### config.mk
export PLATFORM = sky130hd
export DESIGN_NAME = stx_etx_escape_deframer
export DESIGN_NICKNAME = d
export VERILOG_FILES = /design/src/rtl/stxd_pkg.sv /design/src/rtl/stxd_step.sv /design/src/rtl/stx_etx_escape_deframer.sv
export VERILOG_INCLUDE_DIRS = /design/src /design/src/rtl
export SDC_FILE = /design/constraint.sdc
export NUM_CORES = 1
export LEC_CHECK = 0
export ABC_AREA = 1
export BUFFER_PORTS_ARGS = -buffer_cell sky130_fd_sc_hd__buf_2
export CAP_MARGIN = 20
export CELL_PAD_IN_SITES_DETAIL_PLACEMENT = 0
export CELL_PAD_IN_SITES_GLOBAL_PLACEMENT = 1
export CORE_MARGIN = 1.5
export CORE_UTILIZATION = 40
export CTS_BUF_LIST = sky130_fd_sc_hd__clkbuf_2
export DETAILED_ROUTE_END_ITERATION = 8
export PLACE_DENSITY_LB_ADDON = 0.08
export SYNTH_ARGS = -nofsm -noshare
export SYNTH_HDL_FRONTEND = slang
export SYNTH_HIERARCHICAL = 1
export SYNTH_SLANG_ARGS = --single-unit
### constraint.sdc
create_clock -name clk -period 7.2 [get_ports clk]
set_clock_uncertainty 0.2 [all_clocks]
set_input_delay 1.44 -clock clk [delete_from_list [all_inputs] [get_ports clk]]
set_output_delay 1.44 -clock clk [all_outputs]
set_load 0.05 [all_outputs]
### src/rtl/stx_etx_escape_deframer_assert.svh
// Assertion macros used by the deframer RTL.
// They assume the enclosing module has clk and an active-low rst_n.
`ifndef STX_ETX_ESCAPE_DEFRAMER_ASSERT_SVH
`define STX_ETX_ESCAPE_DEFRAMER_ASSERT_SVH

// Same-cycle implication, checked outside reset.
`define STXD_ASSERT_NOW(lbl, ante, cons, msg) \
  lbl: assert property (@(posedge clk) disable iff (!rst_n) (ante) |-> (cons)) else $error(msg);

// Next-cycle implication, checked outside reset.
`define STXD_ASSERT_NEXT(lbl, ante, cons, msg) \
  lbl: assert property (@(posedge clk) disable iff (!rst_n) (ante) |=> (cons)) else $error(msg);

`endif

### src/rtl/stxd_pkg.sv
`timescale 1ns / 1ps
// ----------------------------------------------------------------------------
// stxd_pkg
// Types and codes shared by the start/end/escape byte deframer.
// ----------------------------------------------------------------------------
package stxd_pkg;

  // Framing mode of the receiver.
  typedef enum logic [1:0] {
    MODE_HUNT   = 2'd0,
    MODE_EXPECT = 2'd1,
    MODE_ASM    = 2'd2
  } mode_t;

  // Result kinds.
  typedef enum logic [1:0] {
    KIND_DATA = 2'd0,
    KIND_END  = 2'd1,
    KIND_ERR  = 2'd2
  } kind_t;

  // Error codes reported with an error result.
  typedef enum logic [2:0] {
    ERR_NONE      = 3'd0,
    ERR_GARBAGE   = 3'd1,
    ERR_BADESC    = 3'd2,
    ERR_BARESTART = 3'd3,
    ERR_OVERFLOW  = 3'd4
  } err_t;

  // Configuration register indexes.
  typedef enum logic [1:0] {
    CFG_START  = 2'd0,
    CFG_END    = 2'd1,
    CFG_ESCAPE = 2'd2,
    CFG_MAXLEN = 2'd3
  } cfg_idx_t;

  // Reset values of the configuration registers.
  localparam logic [7:0]  START_RST  = 8'd2;
  localparam logic [7:0]  END_RST    = 8'd3;
  localparam logic [7:0]  ESCAPE_RST = 8'd27;
  localparam logic [15:0] MAXLEN_RST = 16'd4096;

  typedef struct packed {
    logic [7:0]  start_byte;
    logic [7:0]  end_byte;
    logic [7:0]  escape_byte;
    logic [15:0] max_length;
  } cfg_t;

  typedef struct packed {
    mode_t       mode;
    logic        esc_pend;
    logic [7:0]  prev_byte;
    logic [15:0] length;
  } state_t;

  // One result item.
  typedef struct packed {
    kind_t       kind;
    logic [7:0]  payload;
    logic [15:0] count;
    err_t        err;
  } item_t;

endpackage

### src/rtl/stxd_step.sv
`timescale 1ns / 1ps
// ----------------------------------------------------------------------------
// stxd_step
// Per-byte framing decision: next state and the optional result item.
// ----------------------------------------------------------------------------
module stxd_step (
  input  stxd_pkg::cfg_t   cfg,
  input  stxd_pkg::state_t state,
  input  logic [7:0]       rx_byte,
  output stxd_pkg::state_t state_nxt,
  output logic             res_valid,
  output stxd_pkg::item_t  res_item
);

  logic        is_start;
  logic        is_end;
  logic        is_esc;
  logic        naked_start;
  logic [16:0] len_inc;
  logic        overflow;

  // Byte classification against the configured framing bytes.
  assign is_start    = (rx_byte == cfg.start_byte);
  assign is_end      = (rx_byte == cfg.end_byte);
  assign is_esc      = (rx_byte == cfg.escape_byte);
  assign naked_start = is_start && (state.prev_byte != cfg.escape_byte);
  assign len_inc     = {1'b0, state.length} + 17'd1;
  assign overflow    = (len_inc > {1'b0, cfg.max_length});

  always_comb begin
    state_nxt           = state;
    state_nxt.prev_byte = rx_byte;
    res_valid           = 1'b0;
    res_item.kind       = stxd_pkg::KIND_DATA;
    res_item.payload    = 8'd0;
    res_item.count      = 16'd0;
    res_item.err        = stxd_pkg::ERR_NONE;

    case (state.mode)
      stxd_pkg::MODE_EXPECT: begin
        if (naked_start) begin
          state_nxt.mode     = stxd_pkg::MODE_ASM;
          state_nxt.esc_pend = 1'b0;
          state_nxt.length   = 16'd0;
        end else begin
          state_nxt.mode     = stxd_pkg::MODE_HUNT;
          state_nxt.esc_pend = 1'b0;
          res_valid          = 1'b1;
          res_item.kind      = stxd_pkg::KIND_ERR;
          res_item.err       = stxd_pkg::ERR_GARBAGE;
        end
      end
      stxd_pkg::MODE_ASM: begin
        // Payload path is shared by escaped and plain bytes.
        if ((state.esc_pend && (is_start || is_end || is_esc)) ||
            (!state.esc_pend && !is_end && !is_esc && !is_start)) begin
          state_nxt.esc_pend = 1'b0;
          res_valid          = 1'b1;
          if (overflow) begin
            state_nxt.mode   = stxd_pkg::MODE_HUNT;
            state_nxt.length = 16'd0;
            res_item.kind    = stxd_pkg::KIND_ERR;
            res_item.err     = stxd_pkg::ERR_OVERFLOW;
          end else begin
            state_nxt.length = len_inc[15:0];
            res_item.payload = rx_byte;
            res_item.count   = len_inc[15:0];
          end
        end else if (state.esc_pend) begin
          // Only a framing byte may follow an escape.
          state_nxt.mode     = stxd_pkg::MODE_HUNT;
          state_nxt.esc_pend = 1'b0;
          res_valid          = 1'b1;
          res_item.kind      = stxd_pkg::KIND_ERR;
          res_item.err       = stxd_pkg::ERR_BADESC;
        end else if (is_end) begin
          state_nxt.mode     = stxd_pkg::MODE_EXPECT;
          state_nxt.esc_pend = 1'b0;
          res_valid          = 1'b1;
          res_item.kind      = stxd_pkg::KIND_END;
          res_item.count     = state.length;
        end else if (is_esc) begin
          state_nxt.esc_pend = 1'b1;
        end else begin
          // A start byte inside a frame.
          state_nxt.mode     = stxd_pkg::MODE_HUNT;
          state_nxt.esc_pend = 1'b0;
          res_valid          = 1'b1;
          res_item.kind      = stxd_pkg::KIND_ERR;
          res_item.err       = stxd_pkg::ERR_BARESTART;
        end
      end
      default: begin
        // Hunting; the unused mode code behaves the same way.
        state_nxt.esc_pend = 1'b0;
        if (naked_start) begin
          state_nxt.mode   = stxd_pkg::MODE_ASM;
          state_nxt.length = 16'd0;
        end else begin
          state_nxt.mode   = stxd_pkg::MODE_HUNT;
        end
      end
    endcase
  end

endmodule

### src/rtl/stx_etx_escape_deframer.sv
`timescale 1ns / 1ps
// ----------------------------------------------------------------------------
// stx_etx_escape_deframer
// Start/end/escape byte deframer with running payload length and errors.
// ----------------------------------------------------------------------------
// One received byte is taken per transfer and decided in the same cycle; its
// result, if any, is registered in the first free output entry. It sustains
// one byte per clock while in_tready is high. A two-entry output buffer
// (result register plus skid register) decouples the sides, so in_tready drops
// only when both entries hold results the sink has not taken. Configuration
// writes take effect on the next byte; write them while no byte is in flight.
module stx_etx_escape_deframer (
  input  logic        clk,
  input  logic        rst_n,
  // Input byte stream.
  input  logic        in_tvalid,
  output logic        in_tready,
  input  logic [7:0]  in_tdata,   // [7:0] rx_byte
  // Result stream.
  output logic        out_tvalid,
  input  logic        out_tready,
  output logic [31:0] out_tdata,  // [7:0] payload_byte, [23:8] byte_count,
                                  // [26:24] error_code, [31:27] zero
  output logic [1:0]  out_tuser,  // [1:0] kind
  // Configuration write port.
  input  logic        cfg_we,
  input  logic [1:0]  cfg_index,
  input  logic [15:0] cfg_wdata
);

`include "stx_etx_escape_deframer_assert.svh"

  stxd_pkg::cfg_t   cfg_r;
  stxd_pkg::state_t state_r;
  stxd_pkg::state_t state_nxt;
  logic             res_valid;
  stxd_pkg::item_t  res_item;
  logic             in_accept;

  logic             out_valid_r;
  logic             out_valid_nxt;
  stxd_pkg::item_t  out_item_r;
  stxd_pkg::item_t  out_item_nxt;
  logic             skid_valid_r;
  logic             skid_valid_nxt;
  stxd_pkg::item_t  skid_item_r;
  stxd_pkg::item_t  skid_item_nxt;

  assign in_tready = !skid_valid_r;
  assign in_accept = in_tvalid && in_tready;

  // Configuration registers.
  always_ff @(posedge clk) begin
    if (!rst_n) begin
      cfg_r.start_byte  <= stxd_pkg::START_RST;
      cfg_r.end_byte    <= stxd_pkg::END_RST;
      cfg_r.escape_byte <= stxd_pkg::ESCAPE_RST;
      cfg_r.max_length  <= stxd_pkg::MAXLEN_RST;
    end else if (cfg_we) begin
      case (stxd_pkg::cfg_idx_t'(cfg_index))
        stxd_pkg::CFG_START:  cfg_r.start_byte  <= cfg_wdata[7:0];
        stxd_pkg::CFG_END:    cfg_r.end_byte    <= cfg_wdata[7:0];
        stxd_pkg::CFG_ESCAPE: cfg_r.escape_byte <= cfg_wdata[7:0];
        stxd_pkg::CFG_MAXLEN: cfg_r.max_length  <= cfg_wdata;
        default: ;
      endcase
    end
  end

  // Per-byte decision logic.
  stxd_step u_step (
    .cfg       (cfg_r),
    .state     (state_r),
    .rx_byte   (in_tdata),
    .state_nxt (state_nxt),
    .res_valid (res_valid),
    .res_item  (res_item)
  );

  // Framing state advances on every accepted byte.
  always_ff @(posedge clk) begin
    if (!rst_n) begin
      state_r.mode      <= stxd_pkg::MODE_HUNT;
      state_r.esc_pend  <= 1'b0;
      state_r.prev_byte <= 8'd0;
      state_r.length    <= 16'd0;
    end else if (in_accept) begin
      state_r <= state_nxt;
    end
  end

  // Output buffer: drain first, then place a new result in the first free entry.
  always_comb begin
    out_valid_nxt  = out_valid_r;
    out_item_nxt   = out_item_r;
    skid_valid_nxt = skid_valid_r;
    skid_item_nxt  = skid_item_r;
    if (out_valid_r && out_tready) begin
      if (skid_valid_r) begin
        out_item_nxt   = skid_item_r;
        skid_valid_nxt = 1'b0;
      end else begin
        out_valid_nxt  = 1'b0;
      end
    end
    if (in_accept && res_valid) begin
      if (!out_valid_nxt) begin
        out_valid_nxt  = 1'b1;
        out_item_nxt   = res_item;
      end else begin
        skid_valid_nxt = 1'b1;
        skid_item_nxt  = res_item;
      end
    end
  end

  always_ff @(posedge clk) begin
    if (!rst_n) begin
      out_valid_r  <= 1'b0;
      skid_valid_r <= 1'b0;
    end else begin
      out_valid_r  <= out_valid_nxt;
      skid_valid_r <= skid_valid_nxt;
    end
  end

  always_ff @(posedge clk) begin
    out_item_r  <= out_item_nxt;
    skid_item_r <= skid_item_nxt;
  end

  // Result port.
  assign out_tvalid = out_valid_r;
  assign out_tuser  = out_item_r.kind;
  assign out_tdata  = {5'd0, out_item_r.err, out_item_r.count, out_item_r.payload};

  // Checks.
  `STXD_ASSERT_NOW(a_skid_behind_out, skid_valid_r, out_valid_r,
    "skid entry holds a result while the output register is empty")
  `STXD_ASSERT_NOW(a_esc_only_asm, state_r.esc_pend, state_r.mode == stxd_pkg::MODE_ASM,
    "escape pending outside of frame assembly")
  `STXD_ASSERT_NOW(a_err_fields, out_valid_r && out_item_r.kind == stxd_pkg::KIND_ERR,
    out_item_r.err != stxd_pkg::ERR_NONE && out_item_r.count == 16'd0,
    "error result carries no code or a nonzero count")
  `STXD_ASSERT_NEXT(a_err_resync,
    in_accept && res_valid && res_item.kind == stxd_pkg::KIND_ERR,
    state_r.mode == stxd_pkg::MODE_HUNT && !state_r.esc_pend,
    "framing error did not return the receiver to hunting")
  `STXD_ASSERT_NOW(a_len_bound, state_r.mode == stxd_pkg::MODE_ASM && in_accept &&
    res_valid && res_item.kind == stxd_pkg::KIND_DATA,
    res_item.count != 16'd0 && res_item.count <= cfg_r.max_length,
    "payload count outside the configured limit")

endmodule
==> results of run 1 <==
## cell type report
cell class / instances / area (um^2)
Fill cell: 1856 / 9210
Multi-Input combinational cell: 681 / 3320
Sequential cell: 127 / 2830
Inverter: 136 / 513
Timing Repair Buffer: 67 / 350
Tap cell: 220 / 275
Clock inverter: 15 / 170
Clock buffer: 17 / 85.1
Antenna cell: 1 / 2.50
## cell families after synthesis
group | after synthesis | synth area share
adder cells (fa/ha/maj) | 19 | 0.0342
buffers and inverters | 184 | 0.116
AO/OA/AOI/OAI | 81 | 0.0614
AND/OR/NAND/NOR | 545 | 0.340
other | 1 | 0.000540
XOR/XNOR | 31 | 0.0402
flip-flops | 127 | 0.408
## registers in the layout, indices dropped and copies added, names as in the netlist
signal        count
cfg_r            40
skid_item_r      29
out_tdata        27
state_r          27
out_tuser         2
out_tvalid        1
skid_valid_r      1
## routing by layer
layer  up-vias  track usage  share of wire
met4         0       0.0591          0.012
li1       3156            -              -
met2       118        0.313           0.42
met3        16       0.0349          0.036
met1      2660        0.302           0.53
met5         -            0              0
## cells in the final DEF (no fill, tap or decap), types with 4 or more instances in the layout
master	instances
nand2_1	291
dfxtp_1	98
nand2_2	11
clkinvlp_4	4
nand2_4	5
clkinv_2	4
conb_1	5
buf_4	6
clkbuf_2	17
inv_1	129
xor2_1	8
nor2_2	7
nor3_1	8
xnor2_1	22
ha_1	19
nand4_1	12
edfxtp_1	29
buf_2	61
o21ai_0	44
inv_2	5
nor2_4	5
nand3_1	88
nor2_1	109
a21oi_1	28
o31ai_1	6
nand3_2	4
## per-stage QoR
step / instance area, um^2 / util
floorplan: 6960 / -
global placement: 7300 / 0.435
detailed placement: 7300 / 0.435
CTS: 7550 / 0.451
global route: 7550 / 0.451
finish: 7550 / 0.451
## worst min-delay path, stage by stage, from the launching register on
cell,delay [ns]
dfxtp_1,0.35
nand2_1,0.06
a21oi_1,0.05
## path summary, 6_finish.rpt
| check | cells past startpoint | start | end |
|---|---|---|---|
| max | 17 | state_r[0] | skid_item_r[24] |
| min | 2 | cfg_r[1] | cfg_r[1] |
| max reg2reg | 17 | state_r[0] | skid_item_r[24] |
| min reg2reg | 2 | cfg_r[1] | cfg_r[1] |
## where the power goes
part	switching [mW]	internal (mW)
sequential	0.0483	0.805
clock	0.286	0.191
combinational	0.396	0.145
total	0.730	1.14
==> impl_metrics.json, run 1 <==
{
  "place_ws_ns": 2.99,
  "io_pins": 67,
  "areaGrowthSynthToFinish_pct": 8.76,
  "first_global_vias": 5484,
  "setup_slack_ns": 3.42,
  "wl_per_cell_um": 13.9,
  "ys.flop_type": "dfxtp_1",
  "cts_hold_buf": 0,
  "outcome": "completed",
  "grt_max_degree": 51,
  "synth_top_area_frac": 0.282,
  "antenna_found_initial": 1,
  "drcViolationCount": 0,
  "cp_top_family": "simple AND/OR/NAND/NOR gates",
  "start_util": 0.414,
  "die_h_um": 135,
  "worstPathArrival_ns": 4.04,
  "fin_cells": 1264,
  "path_max_fanout": 12,
  "fmax_mhz": 265,
  "hpwlAfterDp_mm": 12.5,
  "yosysTopAreaCell": "dfxtp_1",
  "dp_cells": 1231,
  "wl_mm": 17.6,
  "setup_violations": 0,
  "cp_data_required_time_ns": 7.46,
  "ir_drop_mv": 0.140,
  "path_buf_inv": 2,
  "yosysMostFrequentCell": "nand2_1",
  "critPathLaunchType": "flip-flop",
  "htreeDepth": 4,
  "yosysSeqAreaShare": 0.408,
  "critical_path_class": "reg -> reg",
  "clk_latency_ns": 0.72,
  "rows": 47,
  "cts_setup_buffers": 0,
  "synth_cells": 988,
  "drt_iter0_drc": 298,
  "syn_area_per_cell_um2": 7.03,
  "worst_path_most_repeated_cell": "nand2_4",
  "whs_ns": 0.278,
  "crit_path_end_kind": "flip-flop",
  "final_hold_viol_count": 0,
  "critical_path.cell_chain": "ha_1, nand2_2, nor2_4, nand3_2, or3_1, xor2_1, inv_1, ha_1, nand2_1, inv_1, o21ai_0, a21oi_1, nor2_2, nand2_4, nand2_4, nand2_4, nor3_1",
  "drive_gt1_frac": 0.132,
  "gp_congestion": 0.820,
  "max_cap_violations": 0,
  "synthArstFlopShare": 0,
  "synth.area.top_cells": "dfxtp_1 28%, nand2_1 16%, edfxtp_1 13%, inv_1 7.0%, nand3_1 6.3%",
  "tightestPinTransition_ns": 0.995,
  "cp_slowest_cell": "dfxtp_1",
  "numCtsBuffers": 17,
  "grt_first_pass_wirelength_mm": 29.2,
  "r2r_slack_ns": 3.42,
  "coreArea_um2": 16800,
  "cts_sinks": 127,
  "clkTransAtPathRegs_ns": 0.20,
  "overflow": 0,
  "first_pass_iters": 5,
  "rsz0062_at_grt": "no",
  "power.total_mw": 1.87,
  "ys_ff_latch": 127,
  "ys_types": 35,
  "ys.warnings.count": 6,
  "power_density_nw_per_um2": 248,
  "track_usage": 0.207,
  "netlist_area_um2": 6950,
  "avgViaCountPerCell": 4.71,
  "slew_violations": 0,
  "hold_path_class": "reg -> reg",
  "cts_buffer_depth": 2,
  "die-area_um2": 18200,
  "cts_tree": "done",
  "layout_min_cycle_time_ns": 3.78,
  "portBuffers": 61,
  "synth_edf_count": 29,
  "p_leak_nw": 3.61,
  "cts_root_buf": "clkbuf_2",
  "ant_nets": 0,
  "layout.nets": 1080,
  "die-width_um": 135,
  "synth_common_cells": "291 x nand2_1, 129 x inv_1, 110 x nor2_1",
  "ctsResizeCount": 0,
  "vias": 5950,
  "slew_headroom": 0.335,
  "period_share": 0.524,
  "cp_slowest_stage_delay_ns": 0.55,
  "tns_ns": 0
}
Note: power is estimated with default switching activity, not from simulation.
==> run 2, diff against run 1 <==
Clock period 7.2 ns to 3.5 ns, I/O delays scaled along.
==> run 2 against run 1 <==
Net effect:
- total power is 110% higher
- largest power group unchanged
- maximum frequency is 16% higher
- setup slack worse by 3.2 ns
- global-route usage is 0.59 points higher
- critical endpoint is now skid_item_r[26]
- first-iteration DRC count is 6.0% higher
- clock power is 110% higher
- highest routed layer unchanged
- routed wire length is 5.2% higher
- cell area is 4.1% higher
- non-clock buffer count is 33 higher
- sequential share of layout area is 1.4 points lower
==> impl_metrics.json, run 2 (synthesized netlist as in run 1, its figures left out) <==
{
  "ir_drop_mv": 0.305,
  "path_buf_inv": 2,
  "first_global_vias": 5465,
  "rr_worst_depth": 17,
  "antenna_found_initial": 1,
  "drcViolationCount": 0,
  "largest_register": "cfg_r",
  "track_usage": 0.213,
  "cp_data_required_time_ns": 3.80,
  "rows": 47,
  "power_density_nw_per_um2": 498,
  "crit_path_end_kind": "flip-flop",
  "clkTransAtPathRegs_ns": 0.21,
  "mostFrequentLayoutCells": "291 x nand2_1, 129 x inv_1, 108 x nor2_1, 95 x dfxtp_1, 88 x nand3_1",
  "first_pass_iters": 5,
  "rsz0062_at_grt": "no",
  "nFillCells": 1780,
  "hold_path_class": "in -> reg",
  "cts_tree": "done",
  "overflow": 0,
  "power.internal_mw": 2.39,
  "ant_nets": 0,
  "final_util": 0.469,
  "numCtsBuffers": 17,
  "setup_violations": 0,
  "grt_max_degree": 43,
  "cp_slowest_stage_delay_ns": 0.41,
  "gp_congestion": 0.844,
  "areaGrowthSynthToFinish_pct": 13.2,
  "min-delay-start": "rst_n",
  "cts_buffer_depth": 2,
  "wl_per_cell_um": 14.3,
  "critPathLaunchType": "flip-flop",
  "fmax_mhz": 308,
  "die-width_um": 135,
  "tns_ns": 0,
  "layout_min_cycle_time_ns": 3.25,
  "period_share": 0.927,
  "hpwlAfterDp_mm": 13.1,
  "top_regs": "cfg_r (40), skid_item_r (29)",
  "r2r_slack_ns": 0.25,
  "cts_root_buf": "clkbuf_2",
  "cp_slowest_cell": "dfxtp_4",
  "p_leak_nw": 3.76,
  "drt_iter0_drc": 316,
  "die_h_um": 135,
  "slew_headroom": 0.594,
  "grt_first_pass_wirelength_mm": 29.6,
  "cts_sinks": 127,
  "htreeDepth": 4,
  "portBuffers": 61,
  "slew_violations": 0,
  "whs_endpoint": "cfg_r[12]",
  "drive_gt1_frac": 0.149,
  "coreArea_um2": 16800,
  "worstPathArrival_ns": 3.54,
  "tightestPinTransition_ns": 0.603,
  "seqPwrFrac": 0.447,
  "final_hold_viol_count": 0,
  "layout.nets": 1113,
  "layout_commonest_cell": "nand2_1",
  "whs_path_depth": 2,
  "wl_mm": 18.5,
  "r2r-end": "skid_item_r[26]",
  "critical_path_class": "reg -> reg",
  "p_sw_frac": 0.391,
  "clk_latency_ns": 0.71,
  "start_util": 0.414,
  "avgViaCountPerCell": 4.68,
  "critical_path.cell_chain": "ha_2, nand2_2, nor2_4, nand3_2, or3_1, xor2_1, inv_1, ha_1, nand2_1, inv_1, o21ai_0, a21oi_1, nor2_2, nand2_4, nand2_8, nand2_4, nor3_1",
  "switchingPower_mw": 1.53,
  "largest_register_ffs": 40,
  "die-area_um2": 18200,
  "rr_startpoint": "state_r[1]",
  "io_pins": 67,
  "path_max_fanout": 12,
  "pwr-share-comb": 0.296,
  "max_cap_violations": 0,
  "vias": 6064,
  "clkPwrFrac": 0.257,
  "cp_top_family": "simple AND/OR/NAND/NOR gates",
  "outcome": "completed"
}
[run 2: final cells by class]
cell class	instances	area, um^2	share of cell area
clock inverter	13	161	0.0205
inverter	136	515	0.0655
antenna	1	2.50	0.000318
clock buffer	19	95.1	0.0121
tap	220	275	0.0350
multi-input combinational	681	3340	0.424
timing repair buffer	100	636	0.0808
sequential	127	2840	0.361
[run 2: timing repair]
item	4_1_cts	5_1_grt
setup endpoints to repair	0	66
hold buffers	12	3
setup buffers	0	1
endpoints found under the hold margin	14	3
gates resized for setup	0	9
[run 2: worst max path at each step]
| stage | startpoint | end | depth (start not counted) |
|---|---|---|---|
| floorplan | in_tdata[3] | skid_item_r[0] | 9 |
| global route | state_r[1] | state_r[9] | 21 |
| global placement | state_r[1] | state_r[2] | 21 |
| detailed placement | state_r[1] | state_r[2] | 21 |
| finish | state_r[1] | skid_item_r[26] | 17 |
| CTS | state_r[1] | state_r[2] | 21 |
[run 2: power groups by stage]
stage	clock [mW]	sequential, mW	combinational, mW
3_5_place_dp	0	1.79	1.14
4_1_cts	1.05	1.75	1.16
2_1_floorplan	0	2.19	0.475
3_3_place_gp	0	1.78	1.15
6_report	1.01	1.75	1.16
5_1_grt	1.10	1.77	1.27
[run 2: metrics by stage]
stage               std cells  cell area [um^2]  setup WS [ns]  hold slack, ns  total power [mW]
global placement         1248              7420          0.199           0.255              2.93
global route             1297              7870        0.00261         0.00562              4.15
floorplan                 992              6960          0.179           0.242              2.67
finish                   1297              7870          0.255          0.0849              3.92
detailed placement       1248              7420          0.125           0.257              2.93
CTS                      1292              7800          0.133         0.00670              3.96
[run 2: layer usage]
layer | track usage | share of wire
met1 | 0.303 | 0.52
met2 | 0.326 | 0.43
met3 | 0.0447 | 0.044
met4 | 0.0591 | 0.012
met5 | 0 | 0
